## src/hw/rtl/sjhc_pkg.sv

```systemverilog
// Package with the payload types, activity codes and constants of the jog and homing controller.
package sjhc_pkg;

   localparam int COUNT_W = 17;
   localparam int POS_W   = 32;
   localparam int MULT_W  = 10;

   localparam logic [MULT_W-1:0] JOG_SMALL   = 10'd10;
   localparam logic [MULT_W-1:0] JOG_MEDIUM  = 10'd100;
   localparam logic [MULT_W-1:0] JOG_LARGE   = 10'd1000;
   localparam logic [MULT_W-1:0] HOME_PULSES = 10'd300;

   localparam logic [1:0] MODE_HOME   = 2'd0;
   localparam logic [1:0] MODE_SMALL  = 2'd1;
   localparam logic [1:0] MODE_MEDIUM = 2'd2;

   localparam logic CSR_GEAR_RATIO = 1'b0;
   localparam logic CSR_LOCKOUT    = 1'b1;

   localparam logic [6:0]  GEAR_RESET    = 7'd10;
   localparam logic [15:0] LOCKOUT_RESET = 16'd625;

   typedef enum logic [5:0] {
      ACT_IDLE   = 6'b000001,
      ACT_PLUS   = 6'b000010,
      ACT_MINUS  = 6'b000100,
      ACT_SEEK   = 6'b001000,
      ACT_BACK   = 6'b010000,
      ACT_RETURN = 6'b100000
   } act_type;

   typedef struct packed {
      logic plus_pressed;
      logic minus_pressed;
      logic select_pressed;
      logic home_active;
   } req_type;

   typedef struct packed {
      logic                    step_level;
      logic                    direction;
      logic [1:0]              mode;
      logic                    busy_res;
      logic signed [POS_W-1:0] position_steps;
      logic                    at_home;
   } rsp_type;

endpackage

```

## src/hw/rtl/stepper_jog_homing_controller_core.sv

```systemverilog
// Stepper jog and homing controller: one tick request in, one step and status response out.
// An accepted request's response is captured in the output register as the request is taken.
// Throughput: one request per cycle; the single tick update sits between the state registers
// and the output register, and a request is taken whenever the output register is empty or
// being taken in the same cycle.
// Reset (synchronous, active high) clears mode, activity, counters and position, and loads
// the gear ratio with 10 and the select lockout with 625 ticks.
module stepper_jog_homing_controller_core
   import sjhc_pkg::*;
(
   input  logic        clock,
   input  logic        reset,
   input  logic        req_valid,
   output logic        req_stall,
   input  req_type     req_data,
   output logic        rsp_valid,
   input  logic        rsp_stall,
   output rsp_type     rsp_data,
   input  logic        csr_we,
   input  logic        csr_index,
   input  logic [15:0] csr_wdata
);

   // Configuration registers.
   logic [6:0]  gear_ff;
   logic [15:0] lockout_cfg_ff;

   // Controller state.
   logic [1:0]               mode_ff, mode_in;
   act_type                  act_ff, act_in;
   logic [COUNT_W-1:0]       pulses_ff, pulses_in;
   logic                     phase_ff, phase_in;
   logic signed [POS_W-1:0]  pos_ff, pos_in;
   logic [15:0]              lock_ff, lock_in;

   // Output register.
   logic    rsp_valid_ff;
   rsp_type rsp_data_ff, rsp_data_in;

   logic req_accept;

   // The output register frees up when it is empty or its response is being taken.
   assign req_stall  = rsp_valid_ff && rsp_stall;
   assign req_accept = req_valid && !req_stall;
   assign rsp_valid  = rsp_valid_ff;
   assign rsp_data   = rsp_data_ff;

   // A gear ratio of zero behaves as one.
   logic [6:0]          gear_eff;
   logic [MULT_W-1:0]   jog_mult;
   logic [COUNT_W-1:0]  jog_count;
   logic [COUNT_W-1:0]  home_count;

   assign gear_eff = (gear_ff == 7'd0) ? 7'd1 : gear_ff;

   always_comb begin
      unique case (mode_ff)
         MODE_SMALL:  jog_mult = JOG_SMALL;
         MODE_MEDIUM: jog_mult = JOG_MEDIUM;
         default:     jog_mult = JOG_LARGE;
      endcase
   end

   // Both products stay below 2^17 for gear ratios up to 127.
   assign jog_count  = COUNT_W'(jog_mult) * COUNT_W'(gear_eff);
   assign home_count = COUNT_W'(HOME_PULSES) * COUNT_W'(gear_eff);

   // One tick of the controller.
   logic                sel_ok;
   logic                plus, minus, sel, home;
   logic [COUNT_W-1:0]  pulses_dec;
   logic                step, dir, busy;
   act_type             act_mid;
   logic [COUNT_W-1:0]  pulses_mid;

   assign plus  = req_data.plus_pressed;
   assign minus = req_data.minus_pressed;
   assign sel   = req_data.select_pressed;
   assign home  = req_data.home_active;

   always_comb begin
      mode_in   = mode_ff;
      act_mid   = act_ff;
      pulses_mid = pulses_ff;
      phase_in  = phase_ff;
      pos_in    = pos_ff;
      step      = 1'b0;
      dir       = 1'b0;
      busy      = 1'b0;
      pulses_dec = pulses_ff;

      sel_ok  = (act_ff == ACT_IDLE) && sel && (lock_ff == 16'd0);
      lock_in = (lock_ff != 16'd0) ? lock_ff - 16'd1 : lock_ff;

      // Idle tick: a select press changes the mode, otherwise a button may start a move.
      if (sel_ok) begin
         mode_in = mode_ff + 2'd1;
         lock_in = lockout_cfg_ff;
      end else if (act_ff == ACT_IDLE) begin
         phase_in = 1'b0;
         if (mode_ff == MODE_HOME) begin
            if (plus) begin
               act_mid = ACT_SEEK;
            end else if (minus) begin
               pos_in = '0;
            end
         end else if (plus) begin
            act_mid    = ACT_PLUS;
            pulses_mid = jog_count;
         end else if (minus && !home) begin
            act_mid    = ACT_MINUS;
            pulses_mid = jog_count;
         end
      end

      act_in    = act_mid;
      pulses_in = pulses_mid;

      if (act_mid != ACT_IDLE) begin
         busy = 1'b1;
         if (!phase_in) begin
            // High half of a pulse; the home switch ends the seek here.
            if (act_mid == ACT_SEEK && home) begin
               act_in    = ACT_BACK;
               pulses_in = home_count;
            end
            dir      = !(act_in == ACT_MINUS || act_in == ACT_BACK);
            step     = 1'b1;
            phase_in = 1'b1;
         end else begin
            // Low half of a pulse completes it.
            dir      = !(act_mid == ACT_MINUS || act_mid == ACT_BACK);
            phase_in = 1'b0;
            if (act_mid != ACT_SEEK && pulses_mid != '0) begin
               pulses_dec = pulses_mid - COUNT_W'(1);
            end else begin
               pulses_dec = pulses_mid;
            end
            pulses_in = pulses_dec;
            unique case (act_mid)
               ACT_PLUS: begin
                  if (pos_in != {1'b0, {(POS_W-1){1'b1}}}) begin
                     pos_in = pos_in + 32'sd1;
                  end
                  if (pulses_dec == '0) begin
                     act_in = ACT_IDLE;
                  end
               end
               ACT_MINUS: begin
                  if (pos_in != {1'b1, {(POS_W-1){1'b0}}}) begin
                     pos_in = pos_in - 32'sd1;
                  end
                  if (pulses_dec == '0 || home) begin
                     act_in = ACT_IDLE;
                  end
               end
               ACT_BACK: begin
                  if (pulses_dec == '0) begin
                     act_in    = ACT_RETURN;
                     pulses_in = home_count;
                  end
               end
               ACT_RETURN: begin
                  if (pulses_dec == '0) begin
                     pos_in = '0;
                     act_in = ACT_IDLE;
                  end
               end
               default: begin
                  act_in = act_mid;
               end
            endcase
         end
      end

      rsp_data_in.step_level     = step;
      rsp_data_in.direction      = dir;
      rsp_data_in.mode           = mode_in;
      rsp_data_in.busy_res       = busy;
      rsp_data_in.position_steps = pos_in;
      rsp_data_in.at_home        = home;
   end

   // Configuration writes.
   always_ff @(posedge clock) begin
      if (reset) begin
         gear_ff        <= GEAR_RESET;
         lockout_cfg_ff <= LOCKOUT_RESET;
      end else if (csr_we) begin
         unique case (csr_index)
            CSR_GEAR_RATIO: gear_ff        <= csr_wdata[6:0];
            CSR_LOCKOUT:    lockout_cfg_ff <= csr_wdata;
            default:        gear_ff        <= gear_ff;
         endcase
      end
   end

   // State update, one tick per accepted request.
   always_ff @(posedge clock) begin
      if (reset) begin
         mode_ff   <= '0;
         act_ff    <= ACT_IDLE;
         pulses_ff <= '0;
         phase_ff  <= 1'b0;
         pos_ff    <= '0;
         lock_ff   <= '0;
      end else if (req_accept) begin
         mode_ff   <= mode_in;
         act_ff    <= act_in;
         pulses_ff <= pulses_in;
         phase_ff  <= phase_in;
         pos_ff    <= pos_in;
         lock_ff   <= lock_in;
      end
   end

   // Output register.
   always_ff @(posedge clock) begin
      if (reset) begin
         rsp_valid_ff <= 1'b0;
      end else if (req_accept) begin
         rsp_valid_ff <= 1'b1;
      end else if (!rsp_stall) begin
         rsp_valid_ff <= 1'b0;
      end
   end

   always_ff @(posedge clock) begin
      if (req_accept) begin
         rsp_data_ff <= rsp_data_in;
      end
   end

   // A step pulse is only ever driven as part of a move.
   assert property (@(posedge clock) disable iff (reset)
      (rsp_valid_ff && rsp_data_ff.step_level) |-> rsp_data_ff.busy_res)
      else $error("step pulse outside a move");

   // The tick after a high half always drives the step line low.
   assert property (@(posedge clock) disable iff (reset)
      (req_accept && phase_ff) |=> !rsp_data_ff.step_level)
      else $error("two high step ticks in a row");

   // While the select lockout runs, the mode cannot change.
   assert property (@(posedge clock) disable iff (reset)
      (req_accept && lock_ff != 16'd0) |=> $stable(mode_ff))
      else $error("mode changed during select lockout");

   // An idle controller never sits in the middle of a pulse.
   assert property (@(posedge clock) disable iff (reset)
      (act_ff == ACT_IDLE) |-> !phase_ff)
      else $error("idle with a pending low half");

   // Without a move the direction line rests low.
   assert property (@(posedge clock) disable iff (reset)
      (rsp_valid_ff && !rsp_data_ff.busy_res) |-> !rsp_data_ff.direction)
      else $error("direction high while idle");

endmodule

```

## config.mk

```make
export PLATFORM = sky130hd
export DESIGN_NAME = stepper_jog_homing_controller_core
export DESIGN_NICKNAME = d
export VERILOG_FILES = /design/src/hw/rtl/sjhc_pkg.sv /design/src/hw/rtl/stepper_jog_homing_controller_core.sv
export SDC_FILE = /design/constraint.sdc
export NUM_CORES = 1
export LEC_CHECK = 0
export BUFFER_PORTS_ARGS = -buffer_cell sky130_fd_sc_hd__buf_2
export CAP_MARGIN = 20
export CORE_ASPECT_RATIO = 1.5
export CORE_MARGIN = 10
export CORE_UTILIZATION = 59
export CTS_CLUSTER_SIZE = 24
export DETAILED_ROUTE_END_ITERATION = 12
export PLACE_DENSITY = 0.84
export SETUP_SLACK_MARGIN = 0.02
export SLEW_MARGIN = 20
export SYNTH_ARGS = -nofsm -noshare
export SYNTH_HDL_FRONTEND = slang
export SYNTH_SLANG_ARGS = --single-unit
export TNS_END_PERCENT = 30
```

## constraint.sdc

```tcl
create_clock -name clock -period 9.75 [get_ports clock]
set_clock_uncertainty 0.05 [all_clocks]
set_input_delay 0.975 -clock clock [delete_from_list [all_inputs] [get_ports clock]]
set_output_delay 0.975 -clock clock [all_outputs]
set_load 0.05 [all_outputs]
```

# --- After elaboration in Yosys (flattened, before gate mapping) ---
# Index checks and enable logic that the tools add are counted.
totals:
  inputBits: 26
  ff_bits: 136
  elab_cells: 115
  out_inout_bits: 40
classes:
  eq_ne: 15
  addsub: 5
  mux: 52
  n_bitwise: 1
  n_reduce_logical: 25
  n_mul: 2
op_table:
  columns: ["op", "n"]
  rows:
  - ["$mux 32", 10]
  - ["$mux 17", 13]
  - ["$pmux 32 s3", 1]
  - ["$mux 6", 14]
  - ["$add 32x2->32 const B", 1]
  - ["$mux 16", 2]
  - ["$ne 32x31->1 const B", 1]
  - ["$ne 32x32->1 const B", 1]
  - ["$sub 32x2->32 const B", 1]
  - ["$pmux 10 s2", 1]
  - ["$pmux 6 s3", 1]
  - ["$logic_not 17->1", 1]
  - ["$mul 10x7->17", 1]
  - ["$reduce_bool 17->1", 1]
  - ["$sub 17x1->17 const B", 1]
  - ["$logic_not 16->1", 1]
  - ["$reduce_bool 16->1", 1]
  - ["$sub 16x1->16 const B", 1]
  - ["$mul 7x7->14 const A", 1]
  - ["$eq 6x3->1 const B", 2]
  - ["$eq 6x5->1 const B", 2]
  - ["$mux 1", 8]
  - ["$logic_and 1x1->1", 7]
  - ["$logic_not 7->1", 1]
  - ["19 further kinds", 26]

# --- Depth between registers and ports, before layout ---
depth:
  ltp_word: 19
  mapped_depth: 29
  ltp_nobuf: 26

# --- Least setup slack after synthesis ---
# OpenSTA, ideal clock, no wires.
synth_timing:
  path_kind: "register to register"
  start: "register gear_ff[3]"
  end: "register rsp_data_ff, in the netlist rsp_data[15], data pin"
  path_buffers: 3
  slack_ns: 2.767
  arrival_ns: 6.679
  path_stages_with_launch: 28
  synth_period_minus_slack_ns: 6.983
  path_cell_list: "dfxtp_1 > inv_1 > ha_1 > nand2_1 > nor2_1 > nand2_1 > clkbuf_1 > nand2_1 > or2_2 > fa_1 > fa_1 > inv_1 > fa_1 > fa_1 > ha_1 > clkbuf_1 > o21ai_0 > a22oi_1 > a211oi_1 > nand2b_1 > a31oi_1 > nor4b_2 > mux2i_1 > o211ai_2 > o31ai_4 > a21oi_2 > buf_2 > a21o_1"
synth_via:
  elab_chain_cells: 18
  word_cells_on_any_way: 19
  classes_between: "add/sub (1); mul (1); mux (13); reduce/logical (4)"
synth_rtl:
  columns: ["element", "line", "source"]
  rows:
  - ["from (decl)", "stepper_jog_homing_controller_core.sv:25", "logic [6:0] gear_ff;"]
  - ["from (signal assigned)", "stepper_jog_homing_controller_core.sv:191", "CSR_GEAR_RATIO: gear_ff <= csr_wdata[6:0];"]
  - ["from (signal assigned)", "stepper_jog_homing_controller_core.sv:193", "default: gear_ff <= gear_ff;"]
  - ["$logic_not 7->1", "stepper_jog_homing_controller_core.sv:54", "assign gear_eff = (gear_ff == 7'd0) ? 7'd1 : gear_ff;"]
  - ["$mux 7 *", "stepper_jog_homing_controller_core.sv:54", null]
  - ["$mul 10x7->17 *", "stepper_jog_homing_controller_core.sv:65", "assign jog_count = COUNT_W'(jog_mult) * COUNT_W'(gear_eff);"]
  - ["$mux 17", "stepper_jog_homing_controller_core.sv:110", "end else if (minus && !home) begin"]
  - ["$mux 17 *", "stepper_jog_homing_controller_core.sv:107", "end else if (plus) begin"]
  - ["$mux 17 *", "stepper_jog_homing_controller_core.sv:101", "if (mode_ff == MODE_HOME) begin"]
  - ["$mux 17 *", "stepper_jog_homing_controller_core.sv:99", "end else if (act_ff == ACT_IDLE) begin"]
  - ["$mux 17 *", "stepper_jog_homing_controller_core.sv:96", "if (sel_ok) begin"]
  - ["(+3 left out)", null, null]
  - ["$mux 17 *", "stepper_jog_homing_controller_core.sv:121", "if (!phase_in) begin"]
  - ["$mux 17 *", "stepper_jog_homing_controller_core.sv:119", "if (act_mid != ACT_IDLE) begin"]
  - ["$logic_not 17->1 *", "stepper_jog_homing_controller_core.sv:164", "if (pulses_dec == '0) begin"]
  - ["$mux 32 *", "stepper_jog_homing_controller_core.sv:164", null]
  - ["$pmux 32 s3 *", "stepper_jog_homing_controller_core.sv:140", "unique case (act_mid)"]
  - ["$mux 32 *", "stepper_jog_homing_controller_core.sv:121", null]
  - ["$mux 32 *", "stepper_jog_homing_controller_core.sv:119", null]
  - ["net pos_in[14]", "stepper_jog_homing_controller_core.sv:33", "logic signed [POS_W-1:0] pos_ff, pos_in;"]
  - ["to (signal assigned)", "stepper_jog_homing_controller_core.sv:230", "rsp_data_ff <= rsp_data_in;"]
  - ["to (decl)", "stepper_jog_homing_controller_core.sv:38", "rsp_type rsp_data_ff, rsp_data_in;"]
# Mark *: on every way through the listed nets, which the timed path passes. The select of a mux whose other input is x is not followed.
# A chain may end at the register's enable or synchronous reset.

# --- Worst setup path in the final report ---
layout_timing:
  start: "register gear_ff[3]"
  end: "register pos_ff[8]"
layout_via:
  elab_chain_cells: 18
  word_cells_on_any_way: 19
  classes_between: "add/sub (1); mul (1); mux (13); reduce/logical (4)"
layout_rtl:
  columns: ["element", "line", "source"]
  rows:
  - ["$logic_not 7->1", "stepper_jog_homing_controller_core.sv:54", null]
  - ["$mux 7 *", "stepper_jog_homing_controller_core.sv:54", null]
  - ["$mul 10x7->17 *", "stepper_jog_homing_controller_core.sv:65", null]
  - ["$mux 17", "stepper_jog_homing_controller_core.sv:110", null]
  - ["$mux 17 *", "stepper_jog_homing_controller_core.sv:107", null]
  - ["$mux 17 *", "stepper_jog_homing_controller_core.sv:101", null]
  - ["$mux 17 *", "stepper_jog_homing_controller_core.sv:99", null]
  - ["$mux 17 *", "stepper_jog_homing_controller_core.sv:96", null]
  - ["parallel branches: the longest is 2 deep, another holds $sub 17x1->17", null, null]
  - ["$mux 17 *", "stepper_jog_homing_controller_core.sv:134", "if (act_mid != ACT_SEEK && pulses_mid != '0) begin"]
  - ["$mux 17 *", "stepper_jog_homing_controller_core.sv:121", null]
  - ["$mux 17 *", "stepper_jog_homing_controller_core.sv:119", null]
  - ["$logic_not 17->1 *", "stepper_jog_homing_controller_core.sv:164", null]
  - ["$mux 32 *", "stepper_jog_homing_controller_core.sv:164", null]
  - ["$pmux 32 s3 *", "stepper_jog_homing_controller_core.sv:140", null]
  - ["$mux 32 *", "stepper_jog_homing_controller_core.sv:121", null]
  - ["$mux 32 *", "stepper_jog_homing_controller_core.sv:119", null]
  - ["to (signal assigned)", "stepper_jog_homing_controller_core.sv:212", "pos_ff <= pos_in;"]
  - ["to (decl)", "stepper_jog_homing_controller_core.sv:33", null]
# Mark *: on every way between the ends. The select of a mux whose other input is x is not followed.

==> flow_summary.ini <==
[place]
place_ws_ps = 1438
place_congestion = 1.001
placed_cells = 1850
io_buffers = 65
dp_hpwl_um = 31000

[yosys]
synth.avg_cell_area_um2 = 7.759
synth_mux_area_share_pct = 2.847
async_flop_share_pct = 0
synth_fp_nets = 1745
ys_seq_area_share_pct = 24.95
synthFlopType = dfxtp_1
synth_adder_area_share_pct = 13.66
synth-seq-cells = 136
synth-simple-area-share_pct = 23.51
synth_edf_count = 38
syn_area_mm2 = 0.01244
synth_cells = 1603
yosysWarnings = 0
synth_compound_area_share_pct = 25.68
synth_cell_types = 93
synth_top_family_by_area = compound AO/OA/AOI/OAI gates
synth_xor_area_share_pct = 3.450

[global_routing]
grt_pass1_wl_um = 65840
grt_usage_pct = 29.90
overflow = 0
grt_pass1_vias = 12350
grt_max_degree = 64
grt_antenna_before_repair = 0

[routing]
drt_pass1_iterations = 6
vias = 12760
drt_iter0_markers = 1258
drc_errors = 0
postRouteAntennaNets = 0
wl_per_cell_um = 22.43
drt-total-wl_um = 42220
drt-vias-per-instance = 6.781

[final_layout]
final_util_pct = 64.08
drive_above_1_share_pct = 10.16
regArea_mm2 = 0.003103
diodes = 0
finalNonFillerCells = 1882
nNetsFinal = 1743
syn_to_final_growth_pct = 7.685
fillers = 1792
multi_input_area_mm2 = 0.008613
layout_commonest_cell = nand2_1
mostFrequentLayoutCells = 188 x nand2_1, 134 x a21oi_1, 127 x nor2_1, 98 x dfxtp_1, 91 x o21ai_0

[sta]
worst_pin_slew_ps = 1156
finalSetupViolCount = 0
fmax_mhz = 115.1
drv_slew = 0
grt_setup_unrepaired = false
hold_viol = 0
fin_ws_ps = 1065
tns_ps = 0
min_period_ps = 8685
relSlewSlack_pct = 22.94
period_share_pct = 89.08
holdWs_ps = 407.3

[clock_network]
clk_pin_slew_worst_paths_ps = 60
cts_buffer_depth = 2
cts_buffers = 17
cts_root_buf = clkbuf_16
cts_tree = done
h-tree-depth = 4
postCtsHoldBufs = 0
cts_setup_buffers = 0
cts_resized = 0
numClockSinks = 136
insertion_delay_ps = 450

[critical_path]
cp-start-kind = register
worstPathArrival_ps = 8960
required_ps = 10030
setup.worst_path.end_class = register
criticalPathCategory = register to register
path_max_fanout = 16

[floorplan]
io-pin-count = 66
rows = 65
die_area_mm2 = 0.02741
die_x_um = 138.6
die_h_um = 197.8
core_mm2 = 0.02090
initial_core_util_pct = 59.51

[run]
drv_cap = 0

[power]
powerDensity_mw_per_mm2 = 235.4
p_leak_uw = 0.005668
vdd_drop_max_mv = 0.2997

[min_path]
hold_class = register to register

[status]
status = completed
-- path summary, 6_finish.rpt --
check,startpoint,cells past startpoint,endpoint,slack (ps)
worst min register to register,lockout_cfg_ff[15]$_SDFFE_PP0P_,2,lockout_cfg_ff[15]$_SDFFE_PP0P_,410
worst max register to register,gear_ff[3]$_SDFFE_PP1P_,24,pos_ff[8]$_SDFFE_PP0P_,1070
worst min-delay path,lockout_cfg_ff[15]$_SDFFE_PP0P_,2,lockout_cfg_ff[15]$_SDFFE_PP0P_,410
worst max-delay path,gear_ff[3]$_SDFFE_PP1P_,24,pos_ff[8]$_SDFFE_PP0P_,1070
-- flip-flops by register name (all words and copies together), names as in the netlist --
register        flops
pulses_ff          17
lock_ff            16
pos_ff             32
rsp_valid           1
gear_ff             7
phase_ff            1
lockout_cfg_ff     16
rsp_data           38
act_ff              6
mode_ff             2
-- power breakdown --
part | internal [uW] | leakage, uW | switching (uW)
registers | 651 | 0.00118 | 68.8
logic | 623 | 0.00420 | 1170
clock network | 360 | 0.000286 | 277
total | 1630 | 0.00567 | 1520
-- worst max-delay path, stage by stage (launching register included) --
cell and delay, ps:
dfxtp_1 470, inv_1 100, ha_1 210, nand2_1 60
nor2_1 60, nand2_1 250, nand2_1 160, or2_2 310
fa_1 480, fa_1 560, inv_1 60, fa_1 500
fa_1 490, ha_1 420, and3_1 260, nand4_1 120
a2111oi_0 520, o2111a_1 330, o211ai_1 190, a2111oi_0 680
mux2i_1 380, nand2b_2 170, o31ai_4 810, a21oi_1 590
a22o_1 340
-- metal layers --
| layer | track usage (%) | part of all wire, % | vias to the layer above |
|---|---|---|---|
| li1 | - | - | 5857 |
| met1 | 29.51 | 34 | 6050 |
| met2 | 53.81 | 51 | 634 |
| met3 | 4.483 | 5.8 | 220 |
| met4 | 25.84 | 8.7 | 0 |
| met5 | 0 | 0 | - |
-- cells by family after synthesis --
kind of cell	Yosys count
AND/OR/NAND/NOR	595
buffers and inverters	188
XOR/XNOR	49
multiplexers	34
AO/OA/AOI/OAI	485
adder cells (fa/ha/maj)	116
flip-flops	136
-- synth_stat cells, types with 11 or more instances --
cell | count | area [um2]
nand2_1 | 188 | 705.7
a21oi_1 | 134 | 670.6
nor2_1 | 128 | 480.5
dfxtp_1 | 98 | 1962
o21ai_0 | 91 | 455.4
clkbuf_1 | 87 | 326.6
ha_1 | 83 | 1039
inv_1 | 83 | 311.6
nand3_1 | 67 | 335.3
nor3_1 | 41 | 205.2
edfxtp_1 | 38 | 1141
fa_1 | 33 | 660.6
xnor2_1 | 32 | 280.3
a21o_1 | 29 | 217.7
o22ai_1 | 26 | 162.7
a31oi_1 | 23 | 143.9
and3_1 | 23 | 143.9
mux2i_1 | 23 | 230.2
o211ai_1 | 23 | 172.7
and2_1 | 21 | 131.4
nand4_1 | 20 | 125.1
a211oi_1 | 18 | 135.1
nor2b_1 | 18 | 112.6
xor2_1 | 17 | 148.9
or3_1 | 16 | 100.1
nor4_1 | 15 | 93.84
o221ai_1 | 13 | 113.9
o2bb2ai_1 | 13 | 113.9
o21a_1 | 12 | 90.09
buf_2 | 11 | 55.05
mux2_2 | 11 | 123.9
-- through the flow --
stage	instance area (um2)	total power (uW)
6_report	13390	3153
5_1_grt	13390	3349
4_1_cts	13390	3112
3_5_place_dp	12820	2474
3_3_place_gp	12820	2431
2_1_floorplan	12440	2052
-- final cells by class --
class | instances | share of cell area [%]
timing repair buffer | 83 | 3.438
sequential | 136 | 23.17
clock buffer | 21 | 3.606
inverter | 84 | 2.354
tap | 268 | 2.504
clock inverter | 11 | 0.6259
multi-input combinational | 1279 | 64.31
No activity file was read; power rests on OpenSTA's default activity.
